### src/hdl/dmfic_pkg.sv
// Shared types and constants for the dual-mode force / impedance controller.
package dmfic_pkg;

  localparam int unsigned AddrW   = 5;    // 8 registers, 4-byte stride
  localparam int unsigned DataW   = 32;
  localparam int unsigned ErrW    = 33;   // target - measured
  localparam int unsigned DiffW   = 34;   // err - last_err
  localparam int unsigned SumW    = 48;   // saturating integral
  localparam int unsigned GdW     = 42;   // gain_d * 1000
  localparam int unsigned AccW    = 81;   // full-precision PID sum
  localparam int unsigned FracW   = 16;

  localparam logic [31:0]        StartMs  = 32'd1000;
  localparam logic signed [10:0] DerScale = 11'sd1000;

  typedef enum logic [2:0] {
    REG_CTRL_MODE     = 3'd0,
    REG_TARGET_FORCE  = 3'd1,
    REG_GAIN_P        = 3'd2,
    REG_GAIN_I        = 3'd3,
    REG_GAIN_D        = 3'd4,
    REG_REST_POSITION = 3'd5,
    REG_SPRING_GAIN   = 3'd6,
    REG_DAMPING_GAIN  = 3'd7
  } reg_idx_t;

  // Register file contents as seen by the datapath
  typedef struct packed {
    logic                    ctrl_mode;
    logic signed [31:0]      target_force;
    logic signed [31:0]      gain_p;
    logic signed [31:0]      gain_i;
    logic signed [GdW-1:0]   gain_d_x1k;
    logic signed [31:0]      rest_position;
    logic signed [31:0]      spring_gain;
    logic signed [31:0]      damping_gain;
  } cfg_t;

  // Per-stage load enables from the top-level handshake
  typedef struct packed {
    logic adv_s1;   // stage 1 request moves on this cycle
    logic ld_s2;
    logic ld_s3;
    logic ld_s4;
    logic ld_s5;
  } pipe_ctl_t;

endpackage

### src/hdl/dmfic_err.sv
// Error stage: PID error, derivative difference, saturating integral and loop state.
module dmfic_err (
  input  logic                                   clk,
  input  logic                                   rst_n,
  input  dmfic_pkg::cfg_t                        cfg,
  input  dmfic_pkg::pipe_ctl_t                   ctl,
  input  logic signed [31:0]                     s1_force,
  input  logic signed [31:0]                     s1_angle,
  input  logic signed [31:0]                     s1_vel,
  input  logic                                   s1_on,
  output logic signed [dmfic_pkg::ErrW-1:0]      err_r,
  output logic signed [dmfic_pkg::DiffW-1:0]     diff_r,
  output logic signed [dmfic_pkg::SumW-1:0]      sum_r,
  output logic signed [dmfic_pkg::ErrW-1:0]      dpos_r,
  output logic signed [31:0]                     vel_r,
  output logic                                   on_r,
  output logic                                   mode_r
);

  logic signed [dmfic_pkg::ErrW-1:0]  last_error_r;
  logic signed [dmfic_pkg::SumW-1:0]  error_sum_r;
  logic signed [dmfic_pkg::ErrW-1:0]  err_nxt;
  logic signed [dmfic_pkg::DiffW-1:0] diff_nxt;
  logic signed [dmfic_pkg::SumW:0]    sum_wide;
  logic signed [dmfic_pkg::SumW-1:0]  sum_nxt;
  logic signed [dmfic_pkg::ErrW-1:0]  dpos_nxt;
  logic                               commit;

  assign err_nxt  = dmfic_pkg::ErrW'(cfg.target_force) - dmfic_pkg::ErrW'(s1_force);
  assign diff_nxt = dmfic_pkg::DiffW'(err_nxt) - dmfic_pkg::DiffW'(last_error_r);
  assign sum_wide = (dmfic_pkg::SumW+1)'(error_sum_r) + (dmfic_pkg::SumW+1)'(err_nxt);
  assign dpos_nxt = dmfic_pkg::ErrW'(cfg.rest_position) - dmfic_pkg::ErrW'(s1_angle);

  // clamp on overflow of the 48-bit integral
  always_comb begin
    if (sum_wide[dmfic_pkg::SumW] != sum_wide[dmfic_pkg::SumW-1]) begin
      sum_nxt = sum_wide[dmfic_pkg::SumW] ?
                {1'b1, {(dmfic_pkg::SumW-1){1'b0}}} :
                {1'b0, {(dmfic_pkg::SumW-1){1'b1}}};
    end else begin
      sum_nxt = sum_wide[dmfic_pkg::SumW-1:0];
    end
  end

  assign commit = ctl.adv_s1 && s1_on && !cfg.ctrl_mode;

  always_ff @(posedge clk) begin
    if (!rst_n) begin
      last_error_r <= '0;
      error_sum_r  <= '0;
    end else if (commit) begin
      last_error_r <= err_nxt;
      error_sum_r  <= sum_nxt;
    end
  end

  always_ff @(posedge clk) begin
    if (ctl.ld_s2) begin
      err_r  <= err_nxt;
      diff_r <= diff_nxt;
      sum_r  <= sum_nxt;
      dpos_r <= dpos_nxt;
      vel_r  <= s1_vel;
      on_r   <= s1_on;
      mode_r <= cfg.ctrl_mode;
    end
  end

endmodule

### config.mk
export PLATFORM = sky130hd
export DESIGN_NAME = dmfic_err
export DESIGN_NICKNAME = d
export VERILOG_FILES = /design/src/hdl/dmfic_pkg.sv /design/src/hdl/dmfic_err.sv
export SDC_FILE = /design/constraint.sdc
export NUM_CORES = 1
export LEC_CHECK = 0
export ABC_AREA = 1
export ABC_CLOCK_PERIOD_IN_PS = 4400
export BUFFER_PORTS_ARGS = -buffer_cell sky130_fd_sc_hd__buf_2
export CORE_ASPECT_RATIO = 1.25
export CORE_UTILIZATION = 29
export DETAILED_ROUTE_END_ITERATION = 12
export GPL_ROUTABILITY_DRIVEN = 0
export SYNTH_ARGS = -nofsm -noshare
export SYNTH_HDL_FRONTEND = slang
export SYNTH_SLANG_ARGS = --single-unit
### constraint.sdc
create_clock -name clk -period 4.4 [get_ports clk]
set_clock_uncertainty 0.2 [all_clocks]
set_input_delay 0.44 -clock clk [delete_from_list [all_inputs] [get_ports clk]]
set_output_delay 0.44 -clock clk [all_outputs]
set_load 0.03 [all_outputs]
==> out/summary.txt <==
CRITICAL PATH
--------------------------------------------------------------------------------------
Reg-to-reg setup timing slack                                                  1.37 ns
Cell with the biggest individual delay on the critical path                       fa_2
Crit path largest cell delay                                                   0.33 ns
Launch point of the worst path                                                cfg[202]
Critical Path End                                                            sum_r[45]
Kind of start point of the critical path                                  primary input
Worst endpoint required time                                                   4.55 ns
Critical register-to-register path startpoint                             error_sum_r[0]
Worst Reg2Reg Path Length in Cells                                                  18
Setup crit end kind                                                               flop
Critical path fanouts, max                                                           8
Worst Path Class, Setup                                                   primary input to flop
Critical path data arrival time                                                4.31 ns
End of the worst register-to-register path                                error_sum_r[28]

GLOBAL ROUTING
--------------------------------------------------------------------------------------
All-layer global routing usage                                                  18.86%
Largest net degree at the start of global routing                                   75
Antenna violations before repair                                                     1
Total congestion overflow after global routing                                       0
Vias in the first global route                                                   18921
First-pass GRT wire length                                                    98150 um

TIMING
--------------------------------------------------------------------------------------
Final Hold Fails                                                                     0
Worst hold slack after final layout                                         0.08368 ns
Final Cycle Share                                                               94.59%
Final Slew Violations                                                                0
Number of endpoints failing setup at the final stage                                 0
Actual transition at the worst max-transition pin                            0.9471 ns
Worst-case headroom to the max-slew limit                                       36.77%
Minimum clock period                                                          4.162 ns
Highest clock frequency the design can meet                                  240.3 MHz

DRT
--------------------------------------------------------------------------------------
Final ANT Viol Nets                                                                  0
Drt wl/cell                                                                   15.30 um
Overall via count from detail_route                                              19298
Average vias per placed instance                                                 4.533
Drt pass-1 iters                                                                     7
Detailed-route wire length                                                    65150 um
DRC                                                                                  0
DRC marker count from the first detailed-route iteration                           971

CLOCK NETWORK
--------------------------------------------------------------------------------------
CTS sink cnt                                                                       263
Longest Clk Path Bufs                                                                3
Cell chosen for the clock root                                               clkbuf_16
TritonCTS clock tree                                                               yes
Clock slew at the register clock pins of the worst setup and hold paths        0.06 ns
H-tree depth                                                                         1
Source-to-sink clock delay at the later pin of the worst-skew pair             0.61 ns
Number of buffers created by CTS                                                    30

PLACE
--------------------------------------------------------------------------------------
Instance area after placement                                              0.02457 mm2
Half-perimeter wire length of the detailed placement result                   51550 um
PortBufs                                                                           347

CELLS AND AREA
--------------------------------------------------------------------------------------
Final layout net count                                                            3874
Leading cell types in the layout, fill and taps excluded                  675 x nand2_1, 484 x inv_1, 399 x buf_4
Leading cell type in the layout, fill and taps excluded                        nand2_1
Antenna Cells                                                                        0
Post-layout util                                                                41.17%
Layout overhead on the synthesized area                                         40.45%
Share of layout cells above drive strength 1                                    26.52%
Final design area excluding fillers                                        0.02652 mm2

SYNTHESIS
--------------------------------------------------------------------------------------
Cell variety after synth                                                            43
Share of async-settable or async-resettable flops after synthesis                   0%
Avg Inst Size Synth                                                          7.285 um2
Warnings from Yosys                                                                  0
Synthesized area                                                           0.01888 mm2
Synth Instances                                                                   2592
Sequential share of the synthesized area                                        37.53%
Post-Syn Nets                                                                     3081
Main flop type after synthesis                                                edfxtp_1
Count of flip-flops with a built-in enable after synthesis                         182
Number of synthesized register bits                                                263

RUN
--------------------------------------------------------------------------------------
Max-capacitance violation count                                                      0

DIE
--------------------------------------------------------------------------------------
Cell Rows                                                                          104
Area inside the core boundary                                              0.06441 mm2
Starting density of the core                                                    29.32%
I/O pin cnt                                                                        521
Die Outline Area                                                           0.06615 mm2
Width of the die                                                              230.2 um
Die Y-Extent                                                                  287.3 um

OUTCOME
--------------------------------------------------------------------------------------
Run status                                                                finished, final reports clean

POWER AND IR DROP
--------------------------------------------------------------------------------------
Leakage power total                                                         0.01383 uW
PD cells                                                                  426.6 mW/mm2
Worst-case vdd ir drop                                                       0.2416 mV

HOLD PATH
--------------------------------------------------------------------------------------
Number of cells on the worst hold path                                               3
Class of the worst hold path                                              primary input to flop

[layout make-up]
class,instances,area [um2]
Inverter,489,1848
Clock inverter,22,214.0
Fill cell,6728,37890
Multi-Input combinational cell,1801,10030
Timing Repair Buffer,800,5483
Sequential cell,263,7087
Tap cell,848,1061
Clock buffer,34,797.0
[worst min path at each step]
stage / from / to / slack [ns]
after floorplan: last_error_r[2] / last_error_r[2] / 0.30
after global placement: last_error_r[2] / last_error_r[2] / 0.32
after detailed placement: last_error_r[1] / last_error_r[1] / 0.33
after CTS: s1_force[1] / last_error_r[1] / 0.05
after global routing: rst_n / error_sum_r[43] / 0.08
final: s1_force[1] / last_error_r[1] / 0.08
[flip-flops by register name (all words and copies together) (netlist names)]
name,count
diff_r,34
dpos_r,33
err_r,33
error_sum_r,48
last_error_r,33
mode_r,1
on_r,1
sum_r,48
vel_r,32
[worst max-delay path, delay by kind of cell]
family	cells	cell delay, ns
AND/OR/NAND/NOR	17	1.61
buffers and inverters	10	1.03
adder cells (fa/ha/maj)	3	0.83
AO/OA/AOI/OAI	3	0.34
[report_power, final]
| group | total, uW | internal, uW | switching (uW) | leakage [uW] |
|---|---|---|---|---|
| registers | 3380 | 3210 | 170 | 0.00244 |
| logic | 5320 | 2120 | 3200 | 0.0109 |
| clock network | 2620 | 1490 | 1130 | 0.000493 |
[Yosys cell counts, types with 19 or more instances]
cell type	instances	area, um2
xnor2_1	24	210.2
xor2_1	83	727.0
inv_1	485	1821
nand3_1	120	600.6
ha_1	146	1827
o21ai_0	101	505.5
a21o_1	19	142.6
nand2_1	686	2575
nor3_1	22	110.1
dfxtp_1	81	1622
a21oi_1	184	920.9
nor2_1	274	1028
nand4_1	25	156.4
edfxtp_1	182	5465
o21bai_1	23	172.7
clkbuf_1	19	71.32
[what timing repair did]
item	in CTS	in global routing
setup buffers	0	10
endpoints found under the setup margin	36	95
pin swaps	0	12
resized for setup	4	60
endpoints found under the hold margin	36	0
cloned	0	8
hold buffers	36	0
[cell families after synthesis]
kind of cell / Yosys count / synth area share, %
xor+xnor: 107 / 4.963
flops: 263 / 37.53
compound gates: 375 / 11.16
fa+ha+maj: 150 / 10.10
buf+inv: 528 / 10.99
simple gates: 1169 / 25.26
[metrics by stage]
step,total power [uW],setup TNS (ns),std cells,worst slack (ns)
finish,11310,0,4257,0.2381
global route,12000,-0.0004285,4257,-0.0004285
CTS,11150,0,4239,0.01931
detailed placement,8451,-60.22,4147,-0.7687
global placement,8418,-58.68,4147,-0.7498
floorplan,6301,0,2592,0.06366
[routing by layer]
metal	track usage (%)	vias up	routed length [um]
met2	35.93	543	33400
met4	8.692	2	3278
met3	2.232	158	2851
met1	20.61	8704	25600
li1	-	9891	-
met5	0	-	13
Note: power is estimated with default switching activity, not from simulation.
