<file path="src/hdl/dmfic_pkg.sv">
// Shared types and constants for the dual-mode force / impedance controller.
package dmfic_pkg;

  localparam int unsigned AddrW   = 5;    // 8 registers, 4-byte stride
  localparam int unsigned DataW   = 32;
  localparam int unsigned ErrW    = 33;   // target - measured
  localparam int unsigned DiffW   = 34;   // err - last_err
  localparam int unsigned SumW    = 48;   // saturating integral
  localparam int unsigned GdW     = 42;   // gain_d * 1000
  localparam int unsigned AccW    = 81;   // full-precision PID sum
  localparam int unsigned FracW   = 16;

  localparam logic [31:0]        StartMs  = 32'd1000;
  localparam logic signed [10:0] DerScale = 11'sd1000;

  typedef enum logic [2:0] {
    REG_CTRL_MODE     = 3'd0,
    REG_TARGET_FORCE  = 3'd1,
    REG_GAIN_P        = 3'd2,
    REG_GAIN_I        = 3'd3,
    REG_GAIN_D        = 3'd4,
    REG_REST_POSITION = 3'd5,
    REG_SPRING_GAIN   = 3'd6,
    REG_DAMPING_GAIN  = 3'd7
  } reg_idx_t;

  // Register file contents as seen by the datapath
  typedef struct packed {
    logic                    ctrl_mode;
    logic signed [31:0]      target_force;
    logic signed [31:0]      gain_p;
    logic signed [31:0]      gain_i;
    logic signed [GdW-1:0]   gain_d_x1k;
    logic signed [31:0]      rest_position;
    logic signed [31:0]      spring_gain;
    logic signed [31:0]      damping_gain;
  } cfg_t;

  // Per-stage load enables from the top-level handshake
  typedef struct packed {
    logic adv_s1;   // stage 1 request moves on this cycle
    logic ld_s2;
    logic ld_s3;
    logic ld_s4;
    logic ld_s5;
  } pipe_ctl_t;

endpackage

</file>
<file path="src/hdl/dmfic_cfg.sv">
// APB register file; also keeps gain_d pre-scaled by the 1 ms derivative factor.
module dmfic_cfg (
  input  logic                              clk,
  input  logic                              rst_n,
  input  logic                              psel,
  input  logic                              penable,
  input  logic                              pwrite,
  input  logic [dmfic_pkg::AddrW-1:0]       paddr,
  input  logic [dmfic_pkg::DataW-1:0]       pwdata,
  output logic [dmfic_pkg::DataW-1:0]       prdata,
  output logic                              pready,
  output dmfic_pkg::cfg_t                   cfg
);

  logic                        ctrl_mode_r;
  logic signed [31:0]          target_force_r;
  logic signed [31:0]          gain_p_r;
  logic signed [31:0]          gain_i_r;
  logic signed [31:0]          gain_d_r;
  logic signed [dmfic_pkg::GdW-1:0] gain_d_x1k_r;
  logic signed [31:0]          rest_position_r;
  logic signed [31:0]          spring_gain_r;
  logic signed [31:0]          damping_gain_r;
  logic                        wr_en;
  dmfic_pkg::reg_idx_t         idx;

  assign pready = 1'b1;
  assign wr_en  = psel && penable && pwrite;
  assign idx    = dmfic_pkg::reg_idx_t'(paddr[4:2]);

  always_ff @(posedge clk) begin
    if (!rst_n) begin
      ctrl_mode_r     <= 1'b0;
      target_force_r  <= '0;
      gain_p_r        <= '0;
      gain_i_r        <= '0;
      gain_d_r        <= '0;
      gain_d_x1k_r    <= '0;
      rest_position_r <= '0;
      spring_gain_r   <= '0;
      damping_gain_r  <= '0;
    end else if (wr_en) begin
      case (idx)
        dmfic_pkg::REG_CTRL_MODE:     ctrl_mode_r     <= pwdata[0];
        dmfic_pkg::REG_TARGET_FORCE:  target_force_r  <= $signed(pwdata);
        dmfic_pkg::REG_GAIN_P:        gain_p_r        <= $signed(pwdata);
        dmfic_pkg::REG_GAIN_I:        gain_i_r        <= $signed(pwdata);
        dmfic_pkg::REG_GAIN_D: begin
          gain_d_r     <= $signed(pwdata);
          gain_d_x1k_r <= dmfic_pkg::GdW'($signed(pwdata)) *
                          dmfic_pkg::GdW'(dmfic_pkg::DerScale);
        end
        dmfic_pkg::REG_REST_POSITION: rest_position_r <= $signed(pwdata);
        dmfic_pkg::REG_SPRING_GAIN:   spring_gain_r   <= $signed(pwdata);
        dmfic_pkg::REG_DAMPING_GAIN:  damping_gain_r  <= $signed(pwdata);
        default: ;
      endcase
    end
  end

  always_comb begin
    case (idx)
      dmfic_pkg::REG_CTRL_MODE:     prdata = {31'd0, ctrl_mode_r};
      dmfic_pkg::REG_TARGET_FORCE:  prdata = target_force_r;
      dmfic_pkg::REG_GAIN_P:        prdata = gain_p_r;
      dmfic_pkg::REG_GAIN_I:        prdata = gain_i_r;
      dmfic_pkg::REG_GAIN_D:        prdata = gain_d_r;
      dmfic_pkg::REG_REST_POSITION: prdata = rest_position_r;
      dmfic_pkg::REG_SPRING_GAIN:   prdata = spring_gain_r;
      dmfic_pkg::REG_DAMPING_GAIN:  prdata = damping_gain_r;
      default:                      prdata = '0;
    endcase
  end

  assign cfg.ctrl_mode     = ctrl_mode_r;
  assign cfg.target_force  = target_force_r;
  assign cfg.gain_p        = gain_p_r;
  assign cfg.gain_i        = gain_i_r;
  assign cfg.gain_d_x1k    = gain_d_x1k_r;
  assign cfg.rest_position = rest_position_r;
  assign cfg.spring_gain   = spring_gain_r;
  assign cfg.damping_gain  = damping_gain_r;

endmodule

</file>
<file path="config.mk">
export PLATFORM = sky130hd
export DESIGN_NAME = dmfic_cfg
export DESIGN_NICKNAME = d
export VERILOG_FILES = /design/src/hdl/dmfic_pkg.sv /design/src/hdl/dmfic_cfg.sv
export SDC_FILE = /design/constraint.sdc
export NUM_CORES = 1
export LEC_CHECK = 0
export BUFFER_PORTS_ARGS = -buffer_cell sky130_fd_sc_hd__buf_4
export CAP_MARGIN = 20
export CORE_ASPECT_RATIO = 0.8
export CORE_MARGIN = 3
export CORE_UTILIZATION = 35
export CTS_BUF_LIST = sky130_fd_sc_hd__clkbuf_4 sky130_fd_sc_hd__clkbuf_8 sky130_fd_sc_hd__clkbuf_16
export DETAILED_ROUTE_END_ITERATION = 8
export SYNTH_ARGS = -nofsm -noshare
export SYNTH_HDL_FRONTEND = slang
export SYNTH_SLANG_ARGS = --single-unit
</file>
<file path="constraint.sdc">
create_clock -name clk -period 6.8 [get_ports clk]
set_input_delay 1.7 -clock clk [delete_from_list [all_inputs] [get_ports clk]]
set_output_delay 1.7 -clock clk [all_outputs]
set_load 0.01 [all_outputs]
</file>
==> results of run 1 <==
## worst paths after layout
kind / cells after the start / slack, ns / start / end
setup reg to reg: 3 / 5.93 / gain_d_x1k_r[39]$_SDFFE_PN0P_ / gain_d_x1k_r[39]$_SDFFE_PN0P_
hold / removal: 2 / 0.45 / gain_d_x1k_r[12]$_SDFFE_PN0P_ / gain_d_x1k_r[12]$_SDFFE_PN0P_
setup / recovery: 17 / 0.74 / pwdata[23] / gain_d_x1k_r[40]$_SDFFE_PN0P_
hold reg to reg: 2 / 0.45 / gain_d_x1k_r[12]$_SDFFE_PN0P_ / gain_d_x1k_r[12]$_SDFFE_PN0P_
## where the power goes
part	switching [mW]	total (mW)	leakage (nW)	internal, mW
Combinational	1.95	3.19	6.71	1.24
Clock	0.702	1.70	0.508	0.996
Sequential	0.0136	1.57	2.11	1.55
## sequential cells by signal, summed over array words and instances (netlist names), 32 cells and up
signal	count
gain_d_x1k_r	37
target_force_r	32
damping_gain_r	32
gain_d_r	32
rest_position_r	32
spring_gain_r	32
gain_i_r	32
gain_p_r	32
## logic make-up (layout without fill, tap and decap cells)
logic type                 after synthesis  count (layout)  share of synthesized area
and+or+nand+nor                        679             679                     0.1588
muxes                                   61              61                    0.05303
AOI/OAI and AO/OA                      445             445                     0.1489
xor gates and xnor gates                27              27                    0.01364
adders and majority gates              230             230                     0.2183
DFF                                    262             262                     0.3025
other                                    2               5                  0.0004331
buffers and inverters                  462             702                     0.1044
## cells in the mapped netlist (all sizes together), types with 5 or more instances
cell	count
a21o	13
a21oi	306
a221oi	24
a22oi	14
a31oi	9
and2	5
and3	9
buf	23
clkbuf	125
dfxtp	262
fa	121
ha	109
inv	313
mux2	27
mux2i	12
mux4	22
nand2	528
nand3	28
nand4	8
nor2	65
nor3	10
nor4	7
o211ai	7
o21ai	36
o221ai	8
xnor2	15
xor2	12
## routing by layer
layer,vias to the layer above,track usage
li1,7432,-
met1,7736,0.3118
met2,556,0.3636
met3,82,0.04341
met4,0,0.05393
met5,-,0
## worst max-delay path: stages
cell and delay [ns]:
buf_4 0.20, inv_1 0.15, fa_1 0.53, fa_1 0.54
inv_1 0.05, fa_1 0.48, inv_1 0.05, fa_1 0.48
inv_1 0.04, ha_1 0.38, nand2_1 0.14, nor4_1 0.51
o21ai_1 0.22, a31oi_4 0.27, o221ai_2 0.19, or4_1 0.43
a31oi_1 0.16
## area by class of cell
class	instances	area (um^2)
diodes	1	2.502
clock buffers	44	904.6
clock inverters	9	112.6
fillers	4793	27530
inverters	314	1184
multi-input cells	1446	10350
flip-flops and latches	262	5245
well taps	629	787.0
repair buffers	335	2535
## metrics by stage
| stage | setup slack [ns] | cell area (um^2) | hold slack [ns] | power (mW) | instances |
|---|---|---|---|---|---|
| 3_5_place_dp | 0.2956 | 20070 | 0.4458 | 4.777 | 2985 |
| 5_1_grt | 0.6062 | 21120 | 0.4685 | 6.956 | 3040 |
| 3_3_place_gp | 0.3363 | 20070 | 0.4393 | 4.742 | 2985 |
| 2_1_floorplan | 0.6642 | 17350 | 0.4334 | 3.967 | 2170 |
| 6_report | 0.7378 | 21120 | 0.4514 | 6.453 | 3040 |
| 4_1_cts | 0.8788 | 21090 | 0.4532 | 6.494 | 3038 |
## cells in the final DEF (no fill, tap or decap), types with 8 or more instances in the layout
cell type,n
xor2_1,12
a21o_1,12
buf_4,334
ha_1,109
a221oi_1,24
nand2_1,525
a22oi_1,14
clkbuf_16,31
xnor2_1,15
fa_1,121
nand3_1,25
a21oi_1,304
nand4_1,8
nor2_1,63
a31oi_1,8
mux4_2,22
inv_1,312
o21ai_0,30
clkbuf_4,8
mux2_2,27
mux2i_1,12
dfxtp_1,262
==> metrics, run 1 <==
outcome complete, no violations; Detailed Routing Iterations Pass 1 5; GRT Total Usage 0.2255; DRT iter0 DRCs 1,154; RSZ-0062 raised after global routing no; CP endpoint kind flip-flop; num rows 72; Post-DP HPWL 43,740 um; crit path max fanout 11; Post-CTS Setup Bufs 0; synth top area cells dfxtp_1, fa_1, nand2_1; Clock transition at path regs 0.07 ns; Syn Inst Count 2,168; CTS sink cnt 262; CTS hold repair buffers 0; Via Count 15,810; Setup TNS 0 ns; Clock Path Buffers 3; Critical Path AT 6.54 ns; Die W 254.9 um; share of the synthesized area in the top cell type 0.3025; core area 0.04865 mm^2; Final Hold Viols 0; routed len/inst 20.00 um; Tightest Pin Transition 1.086 ns; Avg Synthesized Cell Area 7.998 um^2; root cell of the clock tree clkbuf_16; Layout Skew 0 ns; Crit path required time 7.28 ns; final wirelength 60,790 um; cts repair resizes 0; mapped cell area 0.01734 mm^2; max layer used met4; Die ar. 0.05227 mm^2; Setup-failing EPs final 0; Slew Viols, Final 0; CTS tree built; Slew Limit Headroom 0.2749; Yosys reg bits 262; Tcrit/Tclk final 0.8915; top cell type by total area after synthesis dfxtp_1; Top Ports 310; initial antenna violation count 1; Post-synth EDFFs 0; Remaining Overflow, GRT 0; worst hold path type reg -> reg; first-pass GRT wire length 91,590 um; YS warnings 0; I/O Buffers 303; H-tree Lvls 1; GPL Wtd Cong 0.8698; Yosys cell types 72; critical path startpoint category input pin; DRC errors left 0; met2 routed wirelength 28,180 um; post-layout util 0.4341; Metal-1 WL 26,820 um; share of cells above drive strength 1 0.1954; clk_lat worst skew 0.57 ns; Layout Nets 2,661; Post-DRT Antenna Nets 0; leakage 9.331 nW; Die Y 205.1 um; worst vdd ir 0.1802 mV; Max Fclk 165.0 MHz; share of the yosys chip area belonging to registers 0.3025; starting density of the core 0.3565; via/cell ratio 5.199; Synth-to-Final Area Change 21.79%; prevailing post-synth register cell dfxtp_1; met3 routed WL 4407 um; largest net degree at the start of global routing 125; PwrDens 305.5 mW/mm^2; ys async rst share 0; number of global-route vias before repair 15,320; minimum clock period 6.062 ns; Crit Path Class in -> reg; MaxCap Viol Count 0; CTS buffer count 30
Power figures use the tool's default switching activity.
==> run 2, diff against run 1 <==
--- a/config.mk
+++ b/config.mk
@@ -5,13 +5,14 @@
 export SDC_FILE = /design/constraint.sdc
 export NUM_CORES = 1
 export LEC_CHECK = 0
-export BUFFER_PORTS_ARGS = -buffer_cell sky130_fd_sc_hd__buf_4
 export CAP_MARGIN = 20
 export CORE_ASPECT_RATIO = 0.8
 export CORE_MARGIN = 3
 export CORE_UTILIZATION = 35
 export CTS_BUF_LIST = sky130_fd_sc_hd__clkbuf_4 sky130_fd_sc_hd__clkbuf_8 sky130_fd_sc_hd__clkbuf_16
+export CTS_CLUSTER_DIAMETER = 120
 export DETAILED_ROUTE_END_ITERATION = 8
+export DONT_BUFFER_PORTS = 1
 export SYNTH_ARGS = -nofsm -noshare
 export SYNTH_HDL_FRONTEND = slang
 export SYNTH_SLANG_ARGS = --single-unit
==> constraint.sdc (replaced) <==
create_clock -name clk -period 6.1 [get_ports clk]
set_input_delay 1.525 -clock clk [delete_from_list [all_inputs] [get_ports clk]]
set_output_delay 1.525 -clock clk [all_outputs]
set_load 0.01 [all_outputs]
==> metrics, run 2 (same netlist as run 1, synthesis figures left out) <==
hold_sp gain_d_r[2]$_SDFFE_PN0P_; Slew Limit Headroom 0.3016; DRC errors left 0; Setup-failing EPs final 0; RSZ-0062 raised after global routing no; antenna cells 0; GRT Total Usage 0.2174; critical path startpoint category input pin; Die Y 205.1 um; MaxCap Viol Count 0; worst hold stages 2; Post-CTS Setup Bufs 0; Slew Viols, Final 0; CP endpoint kind flip-flop; share of cells above drive strength 1 0.08148; Max Fclk 182.7 MHz; Comb pwr share 0.493; max FFs per register 37; Clock transition at path regs 0.06 ns; Via Count 14,640; crit path max fanout 11; CTS buffer count 29; starting density of the core 0.3565; num rows 72; internal power component 4.210 mW; minimum clock period 5.472 ns; I/O Buffers 0; Crit Path Class in -> reg; final wirelength 58,430 um; number of global-route vias before repair 14,180; DRT iter0 DRCs 1,434; commonest non-fill, non-tap cell in the layout nand2_1; CTS tree built; Final Cell Area 0.01887 mm^2; first-pass GRT wire length 87,590 um; Clock Path Buffers 3; PwrDens 376.1 mW/mm^2; Post-DP HPWL 42,040 um; leakage 7.745 nW; clk_lat worst skew 0.55 ns; Post-DRT Antenna Nets 0; Net Sw Frac 0.4069; CTS hold repair buffers 0; CTS sink cnt 262; most frequent cells in the layout nand2_1, inv_1, a21oi_1, dfxtp_1, fa_1; Top Ports 310; Final Hold Viols 0; Critical Path AT 5.95 ns; Die W 254.9 um; Setup TNS 0 ns; Crit path required time 6.58 ns; r2r setup slk 5.18 ns; GPL Wtd Cong 0.8636; Layout Nets 2,362; largest net degree at the start of global routing 155; Tightest Pin Transition 1.046 ns; Detailed Routing Iterations Pass 1 5; Synth-to-Final Area Change 8.817%; worst hold path type reg -> reg; DP Area 0.01785 mm^2; Layout Skew 0 ns; routed len/inst 21.33 um; H-tree Lvls 1; Top reg by flops gain_d_x1k_r; Critical R2R Launch gain_d_x1k_r[39]$_SDFFE_PN0P_; Die ar. 0.05227 mm^2; worst vdd ir 0.2149 mV; worst r2r dst gain_d_x1k_r[39]$_SDFFE_PN0P_; Worst R2R Path Depth 3; sequential share of power 0.248; outcome complete, no violations; hold path endpoint gain_d_r[2]$_SDFFE_PN0P_; initial antenna violation count 0; cts repair resizes 0; clock share of power 0.259; Sw Pwr 2.888 mW; Remaining Overflow, GRT 0; core area 0.04865 mm^2; Tcrit/Tclk final 0.8971; via/cell ratio 5.343; root cell of the clock tree clkbuf_16
run 2: cell types whose count changed in the layout (fill, tap and decap cells not counted):
cell,before,now
buf_12,0,1
buf_4,334,35
clkbuf_16,31,29
clkbuf_4,8,3
clkbuf_8,5,8
clkinv_2,2,5
clkinv_4,4,2
clkinvlp_4,1,0
diode_2,1,0
inv_6,1,3
inv_8,0,1
nand2_2,3,2
nand2_4,0,1
run 2: power groups by stage:
stage | Sequential, mW | Clock, mW | Combinational [mW]
2_1_floorplan | 1.79 | 0 | 2.63
4_1_cts | 1.76 | 1.88 | 3.52
6_report | 1.76 | 1.84 | 3.50
3_3_place_gp | 1.80 | 0 | 3.47
3_5_place_dp | 1.80 | 0 | 3.50
5_1_grt | 1.76 | 1.93 | 3.97
run 2: area by class of cell:
class	count	area (um^2)
fill	4935	29780
multi-input combinational	1446	10350
sequential	262	5245
inverter	314	1186
clock buffer	40	858.3
tap	629	787.0
timing repair buffer	37	310.3
clock inverter	12	128.9
run 2: through the flow:
step	util	power (mW)	hold WS, ns	instances	worst slack, ns
final	0.3879	7.098	0.4545	2740	0.6277
after floorplan	-	4.422	0.4334	2170	0.1392
after global placement	0.3670	5.271	0.4390	2687	0.07587
after global routing	0.3879	7.667	0.4687	2740	0.3449
after detailed placement	0.3670	5.299	0.4472	2687	0.04421
after CTS	0.3873	7.160	0.4557	2739	0.6540
run 2: layer usage:
| metal | vias up | wire length, um | global-route usage |
|---|---|---|---|
| met2 | 581 | 26660 | 0.3433 |
| met5 | - | 0 | 0 |
| met1 | 7158 | 24580 | 0.2908 |
| li1 | 6823 | - | - |
| met4 | 0 | 1457 | 0.05678 |
| met3 | 78 | 5739 | 0.06372 |
run 2: how the worst max path moves through the flow:
stage / slack (ns) / from / endpoint / cells after the start
4_1_cts: 0.65 / pwdata[11] / gain_d_x1k_r[28]$_SDFFE_PN0P_ / 16
6_report: 0.63 / pwdata[19] / gain_d_x1k_r[40]$_SDFFE_PN0P_ / 16
3_5_place_dp: 0.04 / pwdata[11] / gain_d_x1k_r[28]$_SDFFE_PN0P_ / 16
2_1_floorplan: 0.14 / pwdata[27] / gain_d_x1k_r[39]$_SDFFE_PN0P_ / 18
5_1_grt: 0.34 / pwdata[9] / gain_d_x1k_r[28]$_SDFFE_PN0P_ / 17
3_3_place_gp: 0.08 / pwdata[11] / gain_d_x1k_r[28]$_SDFFE_PN0P_ / 16
run 2: critical path, cell delays in order:
cell and delay, ns:
inv_1 0.08, fa_1 0.51, fa_1 0.54, inv_1 0.05
fa_1 0.47, inv_1 0.05, fa_1 0.48, inv_1 0.04
ha_1 0.38, nand2_2 0.12, nor4_1 0.51, o21ai_1 0.20
a31oi_4 0.25, o221ai_2 0.15, or4_1 0.41, a31oi_1 0.16
==> run 3, diff against run 2 <==
--- a/config.mk
+++ b/config.mk
@@ -7,7 +7,7 @@
 export LEC_CHECK = 0
 export CAP_MARGIN = 20
 export CORE_ASPECT_RATIO = 0.8
-export CORE_MARGIN = 3
+export CORE_MARGIN = 5
 export CORE_UTILIZATION = 35
 export CTS_BUF_LIST = sky130_fd_sc_hd__clkbuf_4 sky130_fd_sc_hd__clkbuf_8 sky130_fd_sc_hd__clkbuf_16
 export CTS_CLUSTER_DIAMETER = 120
==> metrics, run 3 (same netlist as run 1, synthesis figures left out) <==
I/O Buffers 0; DRT iter0 DRCs 1,369; crit path max fanout 11; Synth-to-Final Area Change 8.759%; Setup-failing EPs final 0; Max Fclk 178.8 MHz; Top reg by flops gain_d_x1k_r; first-pass GRT wire length 90,180 um; Clock transition at path regs 0.06 ns; PwrDens 371.7 mW/mm^2; Layout Nets 2,362; commonest non-fill, non-tap cell in the layout nand2_1; Crit path required time 6.58 ns; CP endpoint kind flip-flop; Slew Viols, Final 0; Layout Skew 0 ns; GRT Total Usage 0.2121; initial antenna violation count 0; max FFs per register 37; Final Cell Area 0.01886 mm^2; Remaining Overflow, GRT 0; num rows 73; starting density of the core 0.3516; worst hold slack 0.4546 ns; Die W 258.9 um; largest net degree at the start of global routing 138; Via Count 14,790; Final Hold Viols 0; DRC errors left 0; via/cell ratio 5.383; CTS hold repair buffers 0; Tightest Pin Transition 1.077 ns; most frequent cells in the layout nand2_1, inv_1, a21oi_1, dfxtp_1, fa_1; Clock Path Buffers 3; Setup TNS 0 ns; Crit Path Class in -> reg; routed len/inst 21.59 um; root cell of the clock tree clkbuf_16; share of cells above drive strength 1 0.08148; Detailed Routing Iterations Pass 1 7; critical path startpoint category input pin; Filler cells 5,015; clk_lat worst skew 0.57 ns; Top Ports 310; final wirelength 59,330 um; leakage 7.731 nW; number of global-route vias before repair 14,240; Die Y 209.1 um; RSZ-0062 raised after global routing no; H-tree Lvls 1; Critical Path AT 6.08 ns; worst vdd ir 0.1966 mV; CTS buffer count 29; Post-DP HPWL 43,060 um; Tcrit/Tclk final 0.9167; Post-CTS Setup Bufs 0; Die ar. 0.05412 mm^2; CTS sink cnt 262; minimum clock period 5.592 ns; Post-DRT Antenna Nets 0; cts repair resizes 0; GPL Wtd Cong 0.8548; antenna cells 0; CTS tree built; outcome complete, no violations; DP Area 0.01786 mm^2; worst hold path type reg -> reg; Slew Limit Headroom 0.2793; core area 0.04932 mm^2; MaxCap Viol Count 0
==> run 3: cell types whose count changed in the layout (fill, tap and decap cells not counted), sizes merged <==
cell,change
clkbuf,+2
clkinv,-2
clkinvlp,+2
bufinv,-1
inv,-1
==> run 3: worst max-delay path: stages <==
cell and delay [ns]:
inv_1 0.14, fa_1 0.47, fa_1 0.54, inv_1 0.05
fa_1 0.48, inv_1 0.05, fa_1 0.47, inv_1 0.04
ha_1 0.39, nand3_2 0.15, nor4_2 0.33, a21oi_2 0.16
a21boi_0 0.53, o21ai_0 0.21, a2111o_1 0.44, o211ai_1 0.08
==> run 3: through the flow <==
stage	utilization	power [mW]	worst slack (ns)	cells
global route	0.3824	7.605	0.3487	2748
CTS	0.3818	7.067	0.6190	2747
global placement	0.3622	5.200	0.02395	2695
finish	0.3824	7.009	0.5080	2748
floorplan	-	4.422	0.1392	2170
detailed placement	0.3622	5.241	0.01580	2695
==> run 3: report_power, final <==
| group | leakage (nW) | internal [mW] | switching, mW |
|---|---|---|---|
| clock network | 0.483 | 1.04 | 0.762 |
| logic | 5.14 | 1.39 | 2.06 |
| registers | 2.11 | 1.73 | 0.0299 |
| total | 7.73 | 4.16 | 2.85 |
==> run 3: layout make-up <==
type                            count  area [um^2]  share of cell area
Clock inverter                     10        93.84            0.004976
Sequential cell                   262         5245              0.2781
Tap cell                          637        797.0             0.04226
Clock buffer                       42        873.3             0.04631
Inverter                          314         1186             0.06289
Multi-Input combinational cell   1446        10350              0.5490
Timing Repair Buffer               37        310.3             0.01645
==> run 3: path summary, 6_finish.rpt <==
check	cells past startpoint	end	slack (ns)	start
min	2	gain_d_r[31]$_SDFFE_PN0P_	0.45	gain_d_r[31]$_SDFFE_PN0P_
max reg2reg	3	gain_d_x1k_r[39]$_SDFFE_PN0P_	5.20	gain_d_x1k_r[39]$_SDFFE_PN0P_
min reg2reg	2	gain_d_r[31]$_SDFFE_PN0P_	0.45	gain_d_r[31]$_SDFFE_PN0P_
max	16	gain_d_x1k_r[28]$_SDFFE_PN0P_	0.51	pwdata[11]
==> run 3: layer usage <==
| layer | wire, um | vias to the layer above | GRT usage |
|---|---|---|---|
| met4 | 1780 | 0 | 0.05622 |
| met5 | 0 | - | 0 |
| met3 | 6427 | 93 | 0.07441 |
| met2 | 27190 | 618 | 0.3346 |
| met1 | 23930 | 7254 | 0.2786 |
| li1 | - | 6827 | - |
